**config.mk**
```make
export PLATFORM = sky130hd
export DESIGN_NAME = pcfich_resource_element_mapper
export DESIGN_NICKNAME = d
export VERILOG_FILES = /design/src/pcfich_pkg.sv /design/src/pcfich_resource_element_mapper.sv /design/src/pcfich_rem_pipe.sv
export VERILOG_INCLUDE_DIRS = /design/src /design/src/src
export SDC_FILE = /design/constraint.sdc
export NUM_CORES = 1
export LEC_CHECK = 0
export ABC_AREA = 1
export BUFFER_PORTS_ARGS = -buffer_cell sky130_fd_sc_hd__buf_2
export CAP_MARGIN = 20
export CORE_MARGIN = 3
export CORE_UTILIZATION = 45
export DETAILED_ROUTE_END_ITERATION = 16
export PLACE_DENSITY = 0.76
export SLEW_MARGIN = 20
export SYNTH_ARGS = -nofsm -noshare
export SYNTH_HDL_FRONTEND = slang
export SYNTH_HIERARCHICAL = 1
export SYNTH_SLANG_ARGS = --single-unit
```
**constraint.sdc**
```tcl
create_clock -name clk -period 5.34 [get_ports clk]
set_clock_uncertainty 0.2 [all_clocks]
set_input_delay 0.801 -clock clk [delete_from_list [all_inputs] [get_ports clk]]
set_output_delay 0.801 -clock clk [all_outputs]
set_load 0.02 [all_outputs]
```
**src/pcfich_resource_element_mapper_assert.svh**
```systemverilog
// assertion macros for the pcfich resource element mapper
// expects clk and rst_n in the scope of use
`ifndef PCFICH_RESOURCE_ELEMENT_MAPPER_ASSERT_SVH
`define PCFICH_RESOURCE_ELEMENT_MAPPER_ASSERT_SVH

// same-cycle implication
`define PCFICH_ASSERT_NOW(label, ante, cons, msg) \
  label: assert property (@(posedge clk) disable iff (!rst_n) (ante) |-> (cons)) \
    else $error(msg);

// next-cycle implication
`define PCFICH_ASSERT_NEXT(label, ante, cons, msg) \
  label: assert property (@(posedge clk) disable iff (!rst_n) (ante) |=> (cons)) \
    else $error(msg);

`endif

```
**src/pcfich_pkg.sv**
```systemverilog
// shared types, constants and helpers for the pcfich resource element mapper
// no dependencies
package pcfich_pkg;

  localparam int unsigned SC_PER_BLOCK = 12;
  localparam int unsigned MIN_BLOCKS   = 6;
  localparam int unsigned MAX_BLOCKS   = 110;

  localparam int unsigned CELL_W = 9;
  localparam int unsigned NB_W   = 7;
  localparam int unsigned M2_W   = NB_W + 1;
  localparam int unsigned SC_W   = 4;
  localparam int unsigned GRP_W  = 2;
  localparam int unsigned CIDX_W = 3;
  localparam int unsigned CDAT_W = 7;
  localparam int unsigned REM_STAGES = 3;
  localparam int unsigned DIV_W  = CELL_W + 4;

  localparam logic [GRP_W-1:0] GRP_LAST = 2'd3;

  typedef enum logic [CIDX_W-1:0] {
    CFG_NUM_BLOCKS = 3'd0,
    CFG_REF_POS_A  = 3'd1,
    CFG_REF_POS_B  = 3'd2,
    CFG_REF_POS_C  = 3'd3,
    CFG_REF_POS_D  = 3'd4
  } cfg_idx_t;

  typedef struct packed {
    logic [M2_W-1:0] rem;
    logic [NB_W-1:0] nb;
  } rem_item_t;

  function automatic logic [NB_W-1:0] nb_clamp(input logic [NB_W-1:0] nb);
    logic [NB_W-1:0] res;
    res = nb;
    if (nb < NB_W'(MIN_BLOCKS)) res = NB_W'(MIN_BLOCKS);
    if (nb > NB_W'(MAX_BLOCKS)) res = NB_W'(MAX_BLOCKS);
    return res;
  endfunction

  // one restoring step: subtract divisor shifted by sh when it fits
  function automatic logic [CELL_W-1:0] rem_step(input logic [CELL_W-1:0] rem,
                                                 input logic [M2_W-1:0] m2,
                                                 input logic [2:0] sh);
    logic [DIV_W-1:0] dsub;
    logic [CELL_W-1:0] res;
    dsub = DIV_W'(m2) << sh;
    res = rem;
    if (DIV_W'(rem) >= dsub) res = rem - dsub[CELL_W-1:0];
    return res;
  endfunction

  function automatic logic is_ref(input logic [SC_W-1:0] sc, input logic [SC_W-1:0] a,
                                  input logic [SC_W-1:0] b, input logic [SC_W-1:0] c,
                                  input logic [SC_W-1:0] d);
    return (sc == a) || (sc == b) || (sc == c) || (sc == d);
  endfunction

endpackage

```
**src/pcfich_resource_element_mapper.sv**
```systemverilog
// Maps a physical cell identity onto the four PCFICH resource element groups.
// Each accepted cell identity gives up to four results in group order, one per
// cycle while out_ready is high; a missing reference position ends the run
// early with a fault result. The remainder pipeline takes new cell identities
// while earlier ones expand; the single result port bounds the sustained rate.
// First results pass an input register, three stages of a two-step restoring
// remainder unit, group expansion and the output register. Configuration writes
// are always taken (cfg_ready is tied high) and belong only to idle periods.
// depends on pcfich_pkg, pcfich_rem_pipe and the assertion macro header
`include "pcfich_resource_element_mapper_assert.svh"

module pcfich_resource_element_mapper (
  input  logic                              clk,
  input  logic                              rst_n,
  input  logic                              cfg_valid,
  output logic                              cfg_ready,
  input  logic [pcfich_pkg::CIDX_W-1:0]     cfg_index,
  input  logic [pcfich_pkg::CDAT_W-1:0]     cfg_data,
  input  logic                              in_valid,
  output logic                              in_ready,
  input  logic [pcfich_pkg::CELL_W-1:0]     in_cell_id,
  output logic                              out_valid,
  input  logic                              out_ready,
  output logic [pcfich_pkg::GRP_W-1:0]      out_group_index,
  output logic [pcfich_pkg::NB_W-1:0]       out_block_index,
  output logic [pcfich_pkg::SC_W-1:0]       out_sub_first,
  output logic [pcfich_pkg::SC_W-1:0]       out_sub_second,
  output logic [pcfich_pkg::SC_W-1:0]       out_sub_third,
  output logic [pcfich_pkg::SC_W-1:0]       out_sub_fourth,
  output logic                              out_map_fault,
  output logic                              out_last_group
);
  import pcfich_pkg::*;

  logic [NB_W-1:0] num_blocks_r;
  logic [SC_W-1:0] ref_a_r, ref_b_r, ref_c_r, ref_d_r;

  logic       rp_valid, rp_ready;
  rem_item_t  rp_item;

  logic             ex_valid_r, ex_valid_nxt;
  logic [GRP_W-1:0] ex_grp_r, ex_grp_nxt;
  logic [M2_W-1:0]  ex_rem_r;
  logic [NB_W-1:0]  ex_nb_r;
  logic [M2_W-1:0]  ex_nb3h_r;

  logic out_valid_r, out_valid_nxt;
  logic [GRP_W-1:0] grp_out_r;
  logic [NB_W-1:0]  blk_out_r;
  logic [SC_W-1:0]  s0_out_r, s1_out_r, s2_out_r, s3_out_r;
  logic             fault_out_r, last_out_r;

  logic             out_adv, emit, ex_last, ex_free;
  logic [M2_W-1:0]  addend;
  logic [M2_W:0]    sum;
  logic [M2_W-1:0]  tpos;
  logic [SC_W-1:0]  sc;
  logic             hit0, hit1, hit2, fault;
  logic [SC_W-1:0]  s0, s1, s2, s3;

  // configuration registers
  assign cfg_ready = 1'b1;

  always_ff @(posedge clk) begin
    if (!rst_n) begin
      num_blocks_r <= NB_W'(50);
      ref_a_r      <= SC_W'(0);
      ref_b_r      <= SC_W'(3);
      ref_c_r      <= SC_W'(6);
      ref_d_r      <= SC_W'(9);
    end else if (cfg_valid) begin
      case (cfg_index)
        CFG_NUM_BLOCKS: num_blocks_r <= cfg_data[NB_W-1:0];
        CFG_REF_POS_A:  ref_a_r      <= cfg_data[SC_W-1:0];
        CFG_REF_POS_B:  ref_b_r      <= cfg_data[SC_W-1:0];
        CFG_REF_POS_C:  ref_c_r      <= cfg_data[SC_W-1:0];
        CFG_REF_POS_D:  ref_d_r      <= cfg_data[SC_W-1:0];
        default: ;
      endcase
    end
  end

  pcfich_rem_pipe u_rem (
    .clk       (clk),
    .rst_n     (rst_n),
    .in_valid  (in_valid),
    .in_ready  (in_ready),
    .in_cell   (in_cell_id),
    .in_nb     (nb_clamp(num_blocks_r)),
    .out_valid (rp_valid),
    .out_ready (rp_ready),
    .out_item  (rp_item)
  );

  // group expansion: offset in units of six subcarriers, modulo 2*nb
  always_comb begin
    case (ex_grp_r)
      2'd0:    addend = '0;
      2'd1:    addend = M2_W'(ex_nb_r >> 1);
      2'd2:    addend = M2_W'(ex_nb_r);
      default: addend = ex_nb3h_r;
    endcase
    sum  = (M2_W+1)'(ex_rem_r) + (M2_W+1)'(addend);
    tpos = (sum >= (M2_W+1)'({ex_nb_r, 1'b0})) ? M2_W'(sum - (M2_W+1)'({ex_nb_r, 1'b0}))
                                                : sum[M2_W-1:0];
    sc   = tpos[0] ? SC_W'(SC_PER_BLOCK / 2) : '0;
    hit0 = is_ref(sc, ref_a_r, ref_b_r, ref_c_r, ref_d_r);
    hit1 = is_ref(sc + SC_W'(1), ref_a_r, ref_b_r, ref_c_r, ref_d_r);
    hit2 = is_ref(sc + SC_W'(2), ref_a_r, ref_b_r, ref_c_r, ref_d_r);
    fault = 1'b0;
    s0 = '0;
    s1 = '0;
    s2 = '0;
    s3 = '0;
    if (hit0) begin
      s0 = sc + SC_W'(1); s1 = sc + SC_W'(2); s2 = sc + SC_W'(4); s3 = sc + SC_W'(5);
    end else if (hit1) begin
      s0 = sc;            s1 = sc + SC_W'(2); s2 = sc + SC_W'(3); s3 = sc + SC_W'(5);
    end else if (hit2) begin
      s0 = sc;            s1 = sc + SC_W'(1); s2 = sc + SC_W'(3); s3 = sc + SC_W'(4);
    end else begin
      fault = 1'b1;
    end
  end

  assign out_adv  = !out_valid_r || out_ready;
  assign emit     = ex_valid_r && out_adv;
  assign ex_last  = fault || (ex_grp_r == GRP_LAST);
  assign ex_free  = !ex_valid_r || (emit && ex_last);
  assign rp_ready = ex_free;

  always_comb begin
    ex_valid_nxt = ex_valid_r;
    ex_grp_nxt   = ex_grp_r;
    if (ex_free) begin
      ex_valid_nxt = rp_valid;
      ex_grp_nxt   = '0;
    end else if (emit) begin
      ex_grp_nxt = ex_grp_r + GRP_W'(1);
    end
    out_valid_nxt = out_adv ? emit : out_valid_r;
  end

  always_ff @(posedge clk) begin
    if (!rst_n) begin
      ex_valid_r  <= 1'b0;
      ex_grp_r    <= '0;
      out_valid_r <= 1'b0;
    end else begin
      ex_valid_r  <= ex_valid_nxt;
      ex_grp_r    <= ex_grp_nxt;
      out_valid_r <= out_valid_nxt;
    end
  end

  always_ff @(posedge clk) begin
    if (ex_free) begin
      ex_rem_r  <= rp_item.rem;
      ex_nb_r   <= rp_item.nb;
      ex_nb3h_r <= M2_W'(rp_item.nb) + M2_W'(rp_item.nb >> 1);
    end
    if (emit) begin
      grp_out_r   <= ex_grp_r;
      blk_out_r   <= tpos[M2_W-1:1];
      s0_out_r    <= s0;
      s1_out_r    <= s1;
      s2_out_r    <= s2;
      s3_out_r    <= s3;
      fault_out_r <= fault;
      last_out_r  <= ex_last;
    end
  end

  assign out_valid       = out_valid_r;
  assign out_group_index = grp_out_r;
  assign out_block_index = blk_out_r;
  assign out_sub_first   = s0_out_r;
  assign out_sub_second  = s1_out_r;
  assign out_sub_third   = s2_out_r;
  assign out_sub_fourth  = s3_out_r;
  assign out_map_fault   = fault_out_r;
  assign out_last_group  = last_out_r;

  `PCFICH_ASSERT_NOW(a_fault_ends_run, out_valid && out_map_fault, out_last_group, "fault result not marked last")
  `PCFICH_ASSERT_NOW(a_fault_zero_subs, out_valid && out_map_fault, (out_sub_first == '0) && (out_sub_second == '0) && (out_sub_third == '0) && (out_sub_fourth == '0), "fault result carries subcarriers")
  `PCFICH_ASSERT_NOW(a_group3_last, out_valid && (out_group_index == GRP_LAST), out_last_group, "fourth group not marked last")
  `PCFICH_ASSERT_NEXT(a_run_continues, emit && !ex_last, ex_valid_r && (ex_grp_r == $past(ex_grp_r) + GRP_W'(1)), "group run dropped early")

endmodule

```
**src/pcfich_rem_pipe.sv**
```systemverilog
// pipelined remainder of cell identity modulo twice the block count
// two restoring steps per stage; depends on pcfich_pkg
module pcfich_rem_pipe (
  input  logic                              clk,
  input  logic                              rst_n,
  input  logic                              in_valid,
  output logic                              in_ready,
  input  logic [pcfich_pkg::CELL_W-1:0]     in_cell,
  input  logic [pcfich_pkg::NB_W-1:0]       in_nb,
  output logic                              out_valid,
  input  logic                              out_ready,
  output pcfich_pkg::rem_item_t             out_item
);
  import pcfich_pkg::*;

  logic                  v_r    [REM_STAGES+1];
  logic [CELL_W-1:0]     rem_r  [REM_STAGES+1];
  logic [NB_W-1:0]       nb_r   [REM_STAGES+1];
  logic                  free   [REM_STAGES+1];

  always_comb begin
    free[REM_STAGES] = !v_r[REM_STAGES] || out_ready;
    for (int s = REM_STAGES - 1; s >= 0; s--) begin
      free[s] = !v_r[s] || free[s+1];
    end
  end

  assign in_ready      = free[0];
  assign out_valid     = v_r[REM_STAGES];
  assign out_item.rem  = rem_r[REM_STAGES][M2_W-1:0];
  assign out_item.nb   = nb_r[REM_STAGES];

  always_ff @(posedge clk) begin
    if (!rst_n) begin
      for (int s = 0; s <= REM_STAGES; s++) begin
        v_r[s] <= 1'b0;
      end
    end else begin
      if (free[0]) begin
        v_r[0] <= in_valid;
      end
      for (int s = 1; s <= REM_STAGES; s++) begin
        if (free[s]) begin
          v_r[s] <= v_r[s-1];
        end
      end
    end
  end

  always_ff @(posedge clk) begin
    if (free[0]) begin
      rem_r[0] <= in_cell;
      nb_r[0]  <= in_nb;
    end
    for (int s = 1; s <= REM_STAGES; s++) begin
      if (free[s]) begin
        rem_r[s] <= rem_step(rem_step(rem_r[s-1], {nb_r[s-1], 1'b0}, 3'(2 * (REM_STAGES - s) + 1)),
                             {nb_r[s-1], 1'b0}, 3'(2 * (REM_STAGES - s)));
        nb_r[s]  <= nb_r[s-1];
      end
    end
  end

endmodule
```
### Word level (Yosys, flattened, before mapping)

Memories as Yosys holds them, arrays and structs flattened. A register that Yosys moved wholly into a read port is not among the register bits.
Index checks and enable logic that the tools add are counted.

| cells by class | value |
|---|---|
| bitwise operators | 5 |
| multiplexer cells | 53 |
| $add $sub $neg | 15 |
| $lt $le $gt $ge | 9 |
| eq/ne operators | 19 |
| reduce and logical (&&, ||, !) cells | 32 |

Operator list:

| cell | count |
|---|---|
| $mux W9 | 12 |
| $sub A9 B9 Y9 | 5 |
| $mux W4 | 10 |
| $eq A4 B4 Y1 | 8 |
| $mux W1 | 24 |
| $pmux W8 S3 | 1 |
| $ge A9 B8 Y1 | 2 |
| $eq A3 B4 Y1 | 4 |
| $logic_or A1 B1 Y1 | 16 |
| $mux W7 | 2 |
| $ge A9 B13 Y1 | 1 |
| $ge A9 B12 Y1 | 1 |
| $ge A9 B11 Y1 | 1 |
| $ge A9 B10 Y1 | 1 |
| $reduce_and A2 Y1 | 5 |
| $add A8 B8 Y9 | 1 |
| $ge A9 B9 Y1 | 1 |
| $mux W3 | 3 |
| $sub A9 B8 Y9 | 1 |
| $add A3 B2 Y4 const B | 2 |
| $add A3 B3 Y4 const B | 2 |
| $add A7 B6 Y8 | 1 |
| $mux W8 | 1 |
| $sub A8 B8 Y8 | 1 |
| 16 further kinds | 27 |

| word-level totals | value |
|---|---|
| word-level logic and storage cells | 154 |
| bits of input ports | 24 |
| memories | 3 |
| flip-flop bits (word level) | 69 |
| output and inout port bits | 30 |
| memory bits (writable) | 68 |

Memories:

| memory | words | bits a word | rd ports | clocked after memory_dff | wr ports | RTL line | text |
|---|---|---|---|---|---|---|---|
| u_rem.rem_r | 4 | 9 | 4 | 1 | 4 | pcfich_rem_pipe.sv:17 | `logic [CELL_W-1:0] rem_r [REM_STAGES+1];` |
| u_rem.nb_r | 4 | 7 | 4 | 0 | 4 | pcfich_rem_pipe.sv:18 | `logic [NB_W-1:0] nb_r [REM_STAGES+1];` |
| u_rem.v_r | 4 | 1 | 4 | 0 | 4 | pcfich_rem_pipe.sv:16 | `logic v_r [REM_STAGES+1];` |

### Longest topological paths before layout

Gate-level depths: netlist of the first run.

| logic depth | value |
|---|---|
| word-level depth | 25 |
| depth in mapped cells | 25 |
| gate-level depth less buffers | 25 |

### By module

The synthesis of the first run kept the hierarchy.

Modules (own cells, without submodules):

| module | sequential area each (µm²) | cells an instance | times used | area each (µm²) |
|---|---|---|---|---|
| pcfich_rem_pipe | 2011.9 | 444 | 1 | 4161.5 |
| pcfich_resource_element_mapper | 1891.8 | 447 | 1 | 4035.1 |

### Worst setup path after synthesis of the first run

No wires, ideal clock.

| path | value |
|---|---|
| path type | register to output |
| start | register ex_grp_r[0] |
| end | output in_ready |
| cell stages (with the launch flop) | 24 |
| path slack | -0.236 ns |
| arrival | 4.575 ns |
| data required time | 4.339 ns |
| buffers on the path | 2 |
| cell sequence | dfxtp_1 -> ha_1 -> clkbuf_1 -> inv_1 -> o21ai_0 -> inv_1 -> ha_1 -> inv_2 -> buf_6 -> nand2_2 -> nand2_2 -> nand3_2 -> nand2_2 -> nor2_4 -> nand3_4 -> nand2_4 -> nand2_4 -> nand2_1 -> nor2_1 -> inv_1 -> nor2_1 -> nand2_1 -> inv_1 -> nand2_1 |

RTL lines:

| item | RTL line | text |
|---|---|---|
| start, declared | pcfich_resource_element_mapper.sv:42 | `logic [GRP_W-1:0] ex_grp_r, ex_grp_nxt;` |
| start signal, assigned | pcfich_resource_element_mapper.sv:151 | `ex_grp_r <= ex_grp_nxt;` |
| end, declared | pcfich_resource_element_mapper.sv:20 | `output logic in_ready,` |

==> impl_results.md, run 1 <==
* Setup CP Type: register to output pin
* Critical path arrival at approximately 3.9 ns
* Mapped Area at between 8000 and 9000 um2
* Initial Util at 0.467
* Global route hottest layer: met2
* Global-route met3 utilization at 0.0400
* Hold Path Origin: u_rem/rem_r[3][2]
* H-Tree Level Count at 4
* Die Y-Extent at around 140 um
* Via count at about 6k
* Library cells used by synthesis at 45
* MaxCap Viol Count at 0
* Site row count at 48
* DRC violations left at 0
* Min-Delay Endpoint: ex_rem_r[2]
* Antenna viol nets, final at 0
* Final Core Density at 0.530
* CP startpoint: ex_grp_r[0]
* Number of global-route vias before repair at between 5k and 6k
* Top post-synthesis cells by area: edfxtp_1 41%, ha_1 9.0%, nand2_1 8.4%
* Placed insts at between 1k and 1.5k
* Yosys warnings at 6
* DR WL/cell at 12.9 um
* Final Critical Period at roughly 4.9 ns
* Ports at 54
* Register area share after synthesis at 0.476
* Critical path launch point type: register
* Gpl congestion at 0.905
* CTS tree: done
* Post-DP HPWL at 12100 um
* Fraction of layout instances using a drive strength above 1 at 0.138
* Die width at roughly 140 um
* Critical Path RT at 4.34 ns
* R2R depth at 19
* Overflow left after global routing at 0
* Clk_lat worst skew at 0.42 ns
* Starting DRC count in detailed routing at 367
* Synth Register Bits at 139
* Final net count at roughly 1.0k
* Worst vdd rail ir drop at about 240 uV
* ANT cells at 0
* Critical Path Sink Type: output pin
* Crit share post-route at 0.923
* Global-route met2 utilization at 0.272
* Final instance area at approximately 9300 um2
* Max-slew headroom at 0.345
* Fill cells at 1516
* Reg2reg setup slack at 1.07 ns
* DR vias/cell at around 5
* Leading area contributor after synthesis: edfxtp_1
* Fmax at 203 MHz
* RSZ-0062 raised after global routing: false
* Core Region at approximately 18000 um2
* Post-synth top area share at 0.410
* Initial antenna violation count at 0
* Net count after synthesis at 983
* Clock slew at reported path FFs at ~0.060 ns
* Hold WC Path Type: register to register
* Final setup vio count at 0
* Layout Cells excl Fill at about 1.2k
* Largest net degree at the start of global routing at 33
* Synth Instances at between 800 and 900
* Pwr Density at 385 nW/um2
* Area Growth Syn to Fin at 13.5%
* Worst R2R End: out_block_index[0]
* Syn avg cell area at roughly 9 um2
* Die ar. at 19900 um2
* Slew @ Worst Pin at just under 1 ns
* Met1 GRT Util at 0.203
* P_leak at ~0.0044 uW
* Sum Neg Setup Slack at 0 ns
* Placed cell areas at between 8000 and 9000 um2
* Total track usage at 0.164
* Outcome: complete, no violations
* Slew Viols, Final at 0
* Global-route wire length before repair at 26600 um
* Post CTS Setup Buffer Count at 0
* # clock sinks at ~140
* Most frequent cells in the layout: 182 x nand2_1, 150 x inv_1, 112 x edfxtp_1
* Pre-antenna DRT Iters at 6
* Total Wirelength at 15300 um
* CTS Root Buffer Type: clkbuf_16
* Hold-critical path depth at 0
* CTS max path bufs at 2
* Worst-path maximum fanout at 14
* Commonest non-fill, non-tap cell in the layout: nand2_1
* Worst R2R Start: ex_grp_r[0]
* Final hold vios at 0
* Cts bufs inserted at 17
* IO Port Bufs at 51
-- cells by family (layout without fill, tap and decap cells) --
kind of cell,Yosys count,count (layout),synth area share
AOI/OAI and AO/OA,109,109,0.0788
DFF,139,139,0.476
adders and majority gates,68,68,0.112
xor gates and xnor gates,30,30,0.0321
buffers and inverters,168,240,0.0820
and+or+nand+nor,375,375,0.218
other,2,2,0.000916
-- stage by stage --
step	hold slack, ns	setup WS (ns)	power [uW]
global placement	0.204	0.821	2380
finish	0.210	0.412	3580
floorplan	0.200	0.0203	2200
CTS	0.215	0.204	3600
detailed placement	0.206	0.662	2410
global route	0.215	0.0118	3810
-- cell usage after synthesis, drive strengths merged --
cell type,instances
xor2,20
inv,153
nand4,19
a31oi,1
o31ai,1
o211ai,5
nor4,1
nand3,68
clkbuf,6
a221o,6
a21o,1
buf,9
o21ai,38
fa,9
or2,2
a21oi,48
a211oi,2
nor2,65
ha,59
a41oi,1
conb,2
o21bai,3
and2,7
nand3b,6
nor3,9
a31o,1
dfxtp,27
a22oi,1
nand2,198
edfxtp,112
xnor2,10
o21a,1
-- timing repair --
action | 4_1_cts | 5_1_grt
hold buffers | 0 | 0
gates resized for setup | 0 | 3
endpoints found under the hold margin | 0 | 0
setup endpoints to repair | 0 | 1
-- where the power goes --
group          internal, uW  total, uW  switching [uW]  leakage [uW]
registers              1340       1400            62.4       0.00138
clock network           761       1180             420      0.000313
logic                   383        999             616       0.00271
total                  2480       3580            1100       0.00441
-- how the worst max path moves through the flow --
stage | slack, ns | end | depth (start not counted)
after floorplan | 0.02 | in_ready | 23
after global placement | 0.82 | in_ready | 24
after detailed placement | 0.66 | in_ready | 24
after CTS | 0.20 | in_ready | 24
after global routing | 0.01 | in_ready | 24
final | 0.41 | in_ready | 24
-- worst max-delay path, stage by stage, from the launching register on --
cell and delay, ns:
dfxtp_1 0.43, inv_1 0.07, ha_1 0.28, a221o_1 0.36
o21ai_0 0.09, inv_1 0.10, ha_4 0.35, inv_2 0.15
nand2_1 0.09, nand2_1 0.05, inv_1 0.07, nand3_1 0.07
nand2_1 0.12, nor2_4 0.07, nand3_4 0.10, nand2_4 0.06
nand2_4 0.08, nand2_2 0.07, nor2_1 0.20, inv_1 0.09
nor2_1 0.17, nand2_1 0.10, inv_1 0.08, nand2_1 0.10
buf_2 0.18
-- cell type report --
type / instances / area [um2] / area share
Multi-Input combinational cell: 584 / 3640 / 0.391
Tap cell: 225 / 282 / 0.0303
Clock buffer: 24 / 546 / 0.0586
Inverter: 153 / 574 / 0.0617
Timing Repair Buffer: 55 / 285 / 0.0307
Clock inverter: 8 / 72.6 / 0.00780
Sequential cell: 139 / 3900 / 0.420
-- metal layers --
layer  vias to the layer above  share of wire
met5                         -              0
met4                         0          0.030
met3                        39          0.044
met2                       160           0.48
met1                      2737           0.44
li1                       3091              -
-- state kept, by name, summed over array words and instances (netlist names), 3 cells and up --
register,count
u_rem/rem_r,35
u_rem/nb_r,28
ex_nb3h_r,8
ex_rem_r,8
ex_nb_r,7
num_blocks_r,7
out_block_index,7
out_sub_second,4
ref_a_r,4
ref_b_r,4
ref_c_r,4
ref_d_r,4
u_rem/v_r,4
out_sub_third,3
No activity file was read; power rests on OpenSTA's default activity.
==> inputs of run 2 (changes only) <==
--- a/config.mk
+++ b/config.mk
@@ -12,7 +12,7 @@
 export CORE_MARGIN = 3
 export CORE_UTILIZATION = 45
 export DETAILED_ROUTE_END_ITERATION = 16
-export PLACE_DENSITY = 0.76
+export PLACE_DENSITY = 0.64
 export SLEW_MARGIN = 20
 export SYNTH_ARGS = -nofsm -noshare
 export SYNTH_HDL_FRONTEND = slang
==> impl_results.md, run 2 (synthesis gave the netlist of run 1 again) <==
* Outcome: complete, no violations
* Initial antenna violation count at 0 (unchanged)
* Placed cell areas at 8670 um2 (unchanged)
* Slowest-stage cell, CP: dfxtp_1
* Most frequent cells in the layout: 182 x nand2_1, 150 x inv_1, 112 x edfxtp_1
* Gpl congestion at 0.841 (-7.0%)
* Top reg by flops: u_rem/rem_r
* Final instance area at 9280 um2 (-0.27%)
* Largest register FFs at 35 (unchanged)
* Final hold vios at 0 (unchanged)
* RSZ-0062 raised after global routing: false
* Min-Delay Endpoint: ex_rem_r[1]
* Pwr Density at 383 nW/um2 (-0.50%)
* Antenna viol nets, final at 0 (unchanged)
* Largest regs: u_rem/rem_r (35), u_rem/nb_r (28)
* WP buf/inv at 8 (+1)
* Worst-path maximum fanout at 18 (+4)
* Die Y-Extent at 141 um (unchanged)
* Initial Util at 0.467 (unchanged)
* DR WL/cell at 13.3 um (+3.4%)
* Total track usage at 0.167 (+0.00352)
* Fill cells at 1599 (+5.5%)
* Post-DP HPWL at 12200 um (+0.67%)
* Fraction of layout instances using a drive strength above 1 at 0.140 (+0.00208)
* R2R depth at 20 (+1)
* Critical path launch point type: register
* Overflow left after global routing at 0 (unchanged)
* Area Growth Syn to Fin at 13.2%
* Critical Path Sink Type: output pin
* Largest net degree at the start of global routing at 33 (unchanged)
* Starting DRC count in detailed routing at 409 (+11%)
* Final Core Density at 0.529 (-0.00143)
* Global-route wire length before repair at 27100 um (+1.9%)
* Site row count at 48 (unchanged)
* Sum Neg Setup Slack at 0 ns (unchanged)
* IO Port Bufs at 51 (unchanged)
* # clock sinks at 139 (unchanged)
* Slew Viols, Final at 0 (unchanged)
* CTS tree: done
* Commonest non-fill, non-tap cell in the layout: nand2_1
* CTS max path bufs at 2 (unchanged)
* Worst R2R Start: ex_grp_r[1]
* Number of global-route vias before repair at 5771 (-0.62%)
* Reg2reg setup slack at 1.17 ns (+0.10 ns)
* DR vias/cell at 5.01 (-1.3%)
* Crit share post-route at 0.917 (-0.00528)
* MaxCap Viol Count at 0 (unchanged)
* Cts bufs inserted at 17 (unchanged)
* Hold WC Path Type: register to register
* Critical Path RT at 4.34 ns (about the same)
* Final net count at 1042 (unchanged)
* Core Region at 17500 um2 (unchanged)
* WP depth at 25 (+4.2%)
* Clk_lat worst skew at 0.42 ns (about the same)
* ANT cells at 0 (unchanged)
* Worst path max stage delay at 0.38 ns (-0.05 ns)
* Clock slew at reported path FFs at 0.06 ns (about the same)
* Die width at 141 um (unchanged)
* Multi-input logic area at 3640 um2 (unchanged)
* CTS Root Buffer Type: clkbuf_16
* Layout Cells excl Fill at 1188 (unchanged)
* Hold Path Origin: u_rem/rem_r[3][1]
* Placed insts at 1156 (unchanged)
* Ports at 54 (unchanged)
* Slew @ Worst Pin at 0.964 ns (-0.0170 ns)
* Fmax at 204 MHz (+0.58%)
* Critical path arrival at 3.90 ns (-0.03 ns)
* Pre-antenna DRT Iters at 5 (-1)
* Cell family with most CP delay: simple AND/OR/NAND/NOR gates
* Worst R2R End: out_block_index[0]
* Sequential cell area at 3910 um2 (about the same)
* Final setup vio count at 0 (unchanged)
* Total Wirelength at 15800 um (+3.4%)
* H-Tree Level Count at 4 (unchanged)
* Hold-critical path depth at 0 (unchanged)
* P_leak at 0.00438 uW (-0.70%)
* Via count at 5951 (-1.3%)
* Final Critical Period at 4.90 ns (-0.0282 ns)
* Die ar. at 19900 um2 (unchanged)
* Max-slew headroom at 0.356 (+0.0114)
* DRC violations left at 0 (unchanged)
* Setup CP Type: register to output pin
* Worst vdd rail ir drop at 251 uV (+4.9%)
[run 2: stage by stage]
step	setup slack (ns)	hold slack [ns]	total power, uW
after floorplan	0.0203	0.200	2200
after global placement	0.626	0.204	2390
after detailed placement	0.540	0.207	2400
after CTS	0.0504	0.223	3570
after global routing	0.0261	0.223	3790
final	0.441	0.219	3550
[run 2: area by class of cell]
cell class | count | share of cell area
clock buffer | 17 | 0.0459
clock inverter | 15 | 0.0177
inverter | 153 | 0.0622
multi-input combinational | 584 | 0.392
sequential | 139 | 0.421
tap | 225 | 0.0303
timing repair buffer | 55 | 0.0308
[run 2: timing repair]
action                                 in CTS  in global routing
hold buffers                                0                  0
gates resized for setup                     0                  6
buffers inserted                            0                  0
endpoints found under the hold margin       0                  0
setup endpoints to repair                   0                  1
[run 2: how the worst max path moves through the flow]
stage / startpoint / to / slack, ns
3_3_place_gp: ex_grp_r[0] / in_ready / 0.63
2_1_floorplan: ex_grp_r[0] / in_ready / 0.02
3_5_place_dp: ex_grp_r[0] / in_ready / 0.54
4_1_cts: ex_grp_r[0] / in_ready / 0.05
5_1_grt: ex_grp_r[1] / in_ready / 0.03
6_report: ex_grp_r[1] / in_ready / 0.44
[run 2: power breakdown]
part / internal, uW / switching [uW] / total (uW) / leakage (uW)
Combinational: 384 / 609 / 993 / 0.00271
Sequential: 1330 / 60.3 / 1400 / 0.00138
Clock: 696 / 467 / 1160 / 0.000282
[run 2: worst reg2reg max path, cell delays in order (launching register included)]
cell     delay [ns]
dfxtp_1        0.38
inv_1          0.06
ha_1           0.24
a221o_1        0.38
o21ai_0        0.09
inv_1          0.09
ha_4           0.18
fa_1           0.41
nand3_1        0.09
nand2_1        0.08
or2_2          0.28
nand2_1        0.09
inv_1          0.05
ha_1           0.32
a21oi_1        0.21
o21a_1         0.13
o31ai_1        0.09
nand2_1        0.10
nand3_2        0.21
nor2_1         0.15
a21oi_1        0.07
[run 2: routing by layer]
metal,routed length (um),part of all wire,vias up,GRT usage
li1,-,-,3091,-
met1,7510,0.47,2734,0.225
met2,7590,0.48,109,0.274
met3,502,0.032,17,0.0332
met4,241,0.015,0,0.0530
met5,0,0,-,0
==> inputs of run 3 (changes only) <==
--- a/config.mk
+++ b/config.mk
@@ -12,7 +12,7 @@
 export CORE_MARGIN = 3
 export CORE_UTILIZATION = 45
 export DETAILED_ROUTE_END_ITERATION = 16
-export PLACE_DENSITY = 0.64
+export PLACE_DENSITY = 0.61
 export SLEW_MARGIN = 20
 export SYNTH_ARGS = -nofsm -noshare
 export SYNTH_HDL_FRONTEND = slang
==> constraint.sdc (replaced) <==
create_clock -name clk -period 4.9 [get_ports clk]
set_clock_uncertainty 0.2 [all_clocks]
set_input_delay 0.735 -clock clk [delete_from_list [all_inputs] [get_ports clk]]
set_output_delay 0.735 -clock clk [all_outputs]
set_load 0.02 [all_outputs]
==> impl_results.md, run 3 (synthesis gave the netlist of run 1 again) <==
* Die ar. at 19900 um2 (unchanged)
* Total Wirelength at 15300 um (-3.6%)
* Final instance area at 9290 um2 (+0.18%)
* Final net count at 1043 (+0.096%)
* IO Port Bufs at 51 (unchanged)
* Total track usage at 0.164 (-0.00349)
* Crit share post-route at 0.922
* Die width at 141 um (unchanged)
* Slew @ Worst Pin at 0.964 ns (-0.000352 ns)
* Worst-path cell chain: inv_1, ha_1, a221o_1, o21ai_0, inv_1, ha_4, buf_4, a21oi_1, nand3_1, nand2_1, nor2_4, nand3_4, nand2_4, nand2_4, nand2_2, nor2_2, inv_2, nor2_2, nand2_2, inv_1, nand2_2, buf_2
* Critical path launch point type: register
* Critical Path RT at 3.96 ns (-0.38 ns)
* Pwr Density at 415 nW/um2 (+8.5%)
* WP buf/inv at 6 (-2)
* # clock sinks at 139 (unchanged)
* WP depth at 22 (-12%)
* Final Critical Period at ~4.5 ns
* Final setup vio count at 0 (unchanged)
* Slew Viols, Final at 0 (unchanged)
* CTS Root Buffer Type: clkbuf_16
* Pre-antenna DRT Iters at 5 (unchanged)
* Starting DRC count in detailed routing at 265 (-35%)
* Largest regs: u_rem/rem_r (35), u_rem/nb_r (28)
* Antenna viol nets, final at 0 (unchanged)
* Post-DP HPWL at 12000 um (-1.4%)
* Clk_lat worst skew at 0.42 ns (about the same)
* P_leak at 0.00439 uW (+0.27%)
* Met1 GRT Util at 0.218 (-0.00696)
* Critical path arrival at 3.59 ns (-0.31 ns)
* Setup CP Type: register to output pin
* Ports at 54 (unchanged)
* H-Tree Level Count at 4 (unchanged)
* MaxCap Viol Count at 0 (unchanged)
* CTS tree: done
* Global route hottest layer: met2
* Worst-path maximum fanout at 8 (-10)
* Slowest-stage cell, CP: dfxtp_1
* Placed insts at 1157 (+0.087%)
* Overflow left after global routing at 0 (unchanged)
* Site row count at 48 (unchanged)
* Critical Path Sink Type: output pin
* Initial Util at 0.467 (unchanged)
* Tot Pwr at 3860 uW (+8.7%)
* Hold Path Origin: u_rem/rem_r[3][5]
* CTS max path bufs at 2 (unchanged)
* Fmax at between 200 and 250 MHz
* Placed cell areas at 8680 um2 (+0.14%)
* Number of global-route vias before repair at 5574 (-3.4%)
* Worst R2R Start: ex_grp_r[1]
* ANT cells at 0 (unchanged)
* Max-slew headroom at 0.357 (about the same)
* Cts bufs inserted at 17 (unchanged)
* Global-route wire length before repair at 26400 um (-2.7%)
* Core Region at 17500 um2 (unchanged)
* Outcome: complete, no violations
* DR WL/cell at 12.9 um (-3.6%)
* DR vias/cell at 4.92 (-1.7%)
* Largest net degree at the start of global routing at 33 (unchanged)
* Global-route met3 utilization at 0.0319 (-0.00136)
* Layout Cells excl Fill at 1189 (+0.084%)
* Post CTS Setup Buffer Count at 0 (unchanged)
* Gpl congestion at 0.858 (+2.0%)
* Top reg by flops: u_rem/rem_r
* Sum Neg Setup Slack at 0 ns (unchanged)
* Final hold vios at 0 (unchanged)
* CP startpoint: ex_grp_r[1]
* Largest register FFs at 35 (unchanged)
* Most frequent cells in the layout: 180 x nand2_1, 149 x inv_1, 112 x edfxtp_1
* Hold-critical path depth at 0 (unchanged)
* Global-route met2 utilization at 0.267 (-0.00706)
* Die Y-Extent at 141 um (unchanged)
* DRC violations left at 0 (unchanged)
* Via count at 5855 (-1.6%)
* Area Growth Syn to Fin at 13.4%
* Worst vdd rail ir drop at 289 uV (+15%)
* R2R depth at 21 (+5.0%)
* Commonest non-fill, non-tap cell in the layout: nand2_1
* Hold WC Path Type: register to register
* Cell family with most CP delay: simple AND/OR/NAND/NOR gates
* Worst path max stage delay at 0.38 ns (about the same)
* Fraction of layout instances using a drive strength above 1 at 0.146 (+0.00608)
* Clock slew at reported path FFs at 0.06 ns (about the same)
* Initial antenna violation count at 0 (unchanged)
* RSZ-0062 raised after global routing: false
* Fill cells at 1595 (-0.25%)
## run 3: changes by cell type in the layout (fill, tap and decap cells not counted), sizes merged
cell,change
buf,+1
clkinv,+1
clkinvlp,-1
## run 3: final timing paths
check | end | slack [ns]
max | in_ready | 0.38
min reg2reg | ex_rem_r[5] | 0.22
min | ex_rem_r[5] | 0.22
max reg2reg | out_block_index[5] | 0.77
## run 3: report_power, final
part	leakage, uW	internal (uW)	switching [uW]
clock	0.000287	758	512
sequential	0.00138	1450	64.0
combinational	0.00272	418	652
## run 3: layer usage
metal,vias up,part of all wire
met4,0,0.018
met5,-,0
li1,3093,-
met2,75,0.47
met3,19,0.026
met1,2668,0.49
## run 3: metrics by stage
stage           util  setup WS [ns]  hold slack, ns
5_1_grt        0.530         0.0179           0.231
6_report       0.530          0.380           0.220
3_3_place_gp   0.495          0.561           0.207
4_1_cts        0.529         0.0675           0.224
3_5_place_dp   0.495          0.457           0.210
2_1_floorplan      -          0.155           0.200
## run 3: timing repair
action / in CTS / in global routing
resized for setup: 1 / 7
endpoints found under the setup margin: 1 / 1
hold buffers: 0 / 0
endpoints found under the hold margin: 0 / 0
## run 3: worst register-to-register path, stage by stage, from the launching register on
cell and delay (ns):
dfxtp_1 0.38, inv_1 0.06, ha_1 0.25, a221o_1 0.38, o21ai_0 0.07, inv_1 0.09, ha_4 0.18, fa_1 0.40
nand3_1 0.09, nand2_1 0.08, nand3_1 0.07, nand2_1 0.09, xor2_1 0.14, inv_1 0.08, ha_1 0.37, a21oi_1 0.22
o21a_1 0.15, o31ai_1 0.09, nand2_1 0.10, nand3_2 0.20, nor2_1 0.15, a21oi_1 0.05
## run 3: cell type report
cell class / count / area [um2] / area share
sequential: 139 / 3910 / 0.420
timing repair buffer: 56 / 293 / 0.0315
multi-input combinational: 584 / 3650 / 0.393
clock inverter: 15 / 163 / 0.0175
clock buffer: 17 / 425 / 0.0458
inverter: 153 / 577 / 0.0621
tap: 225 / 282 / 0.0303
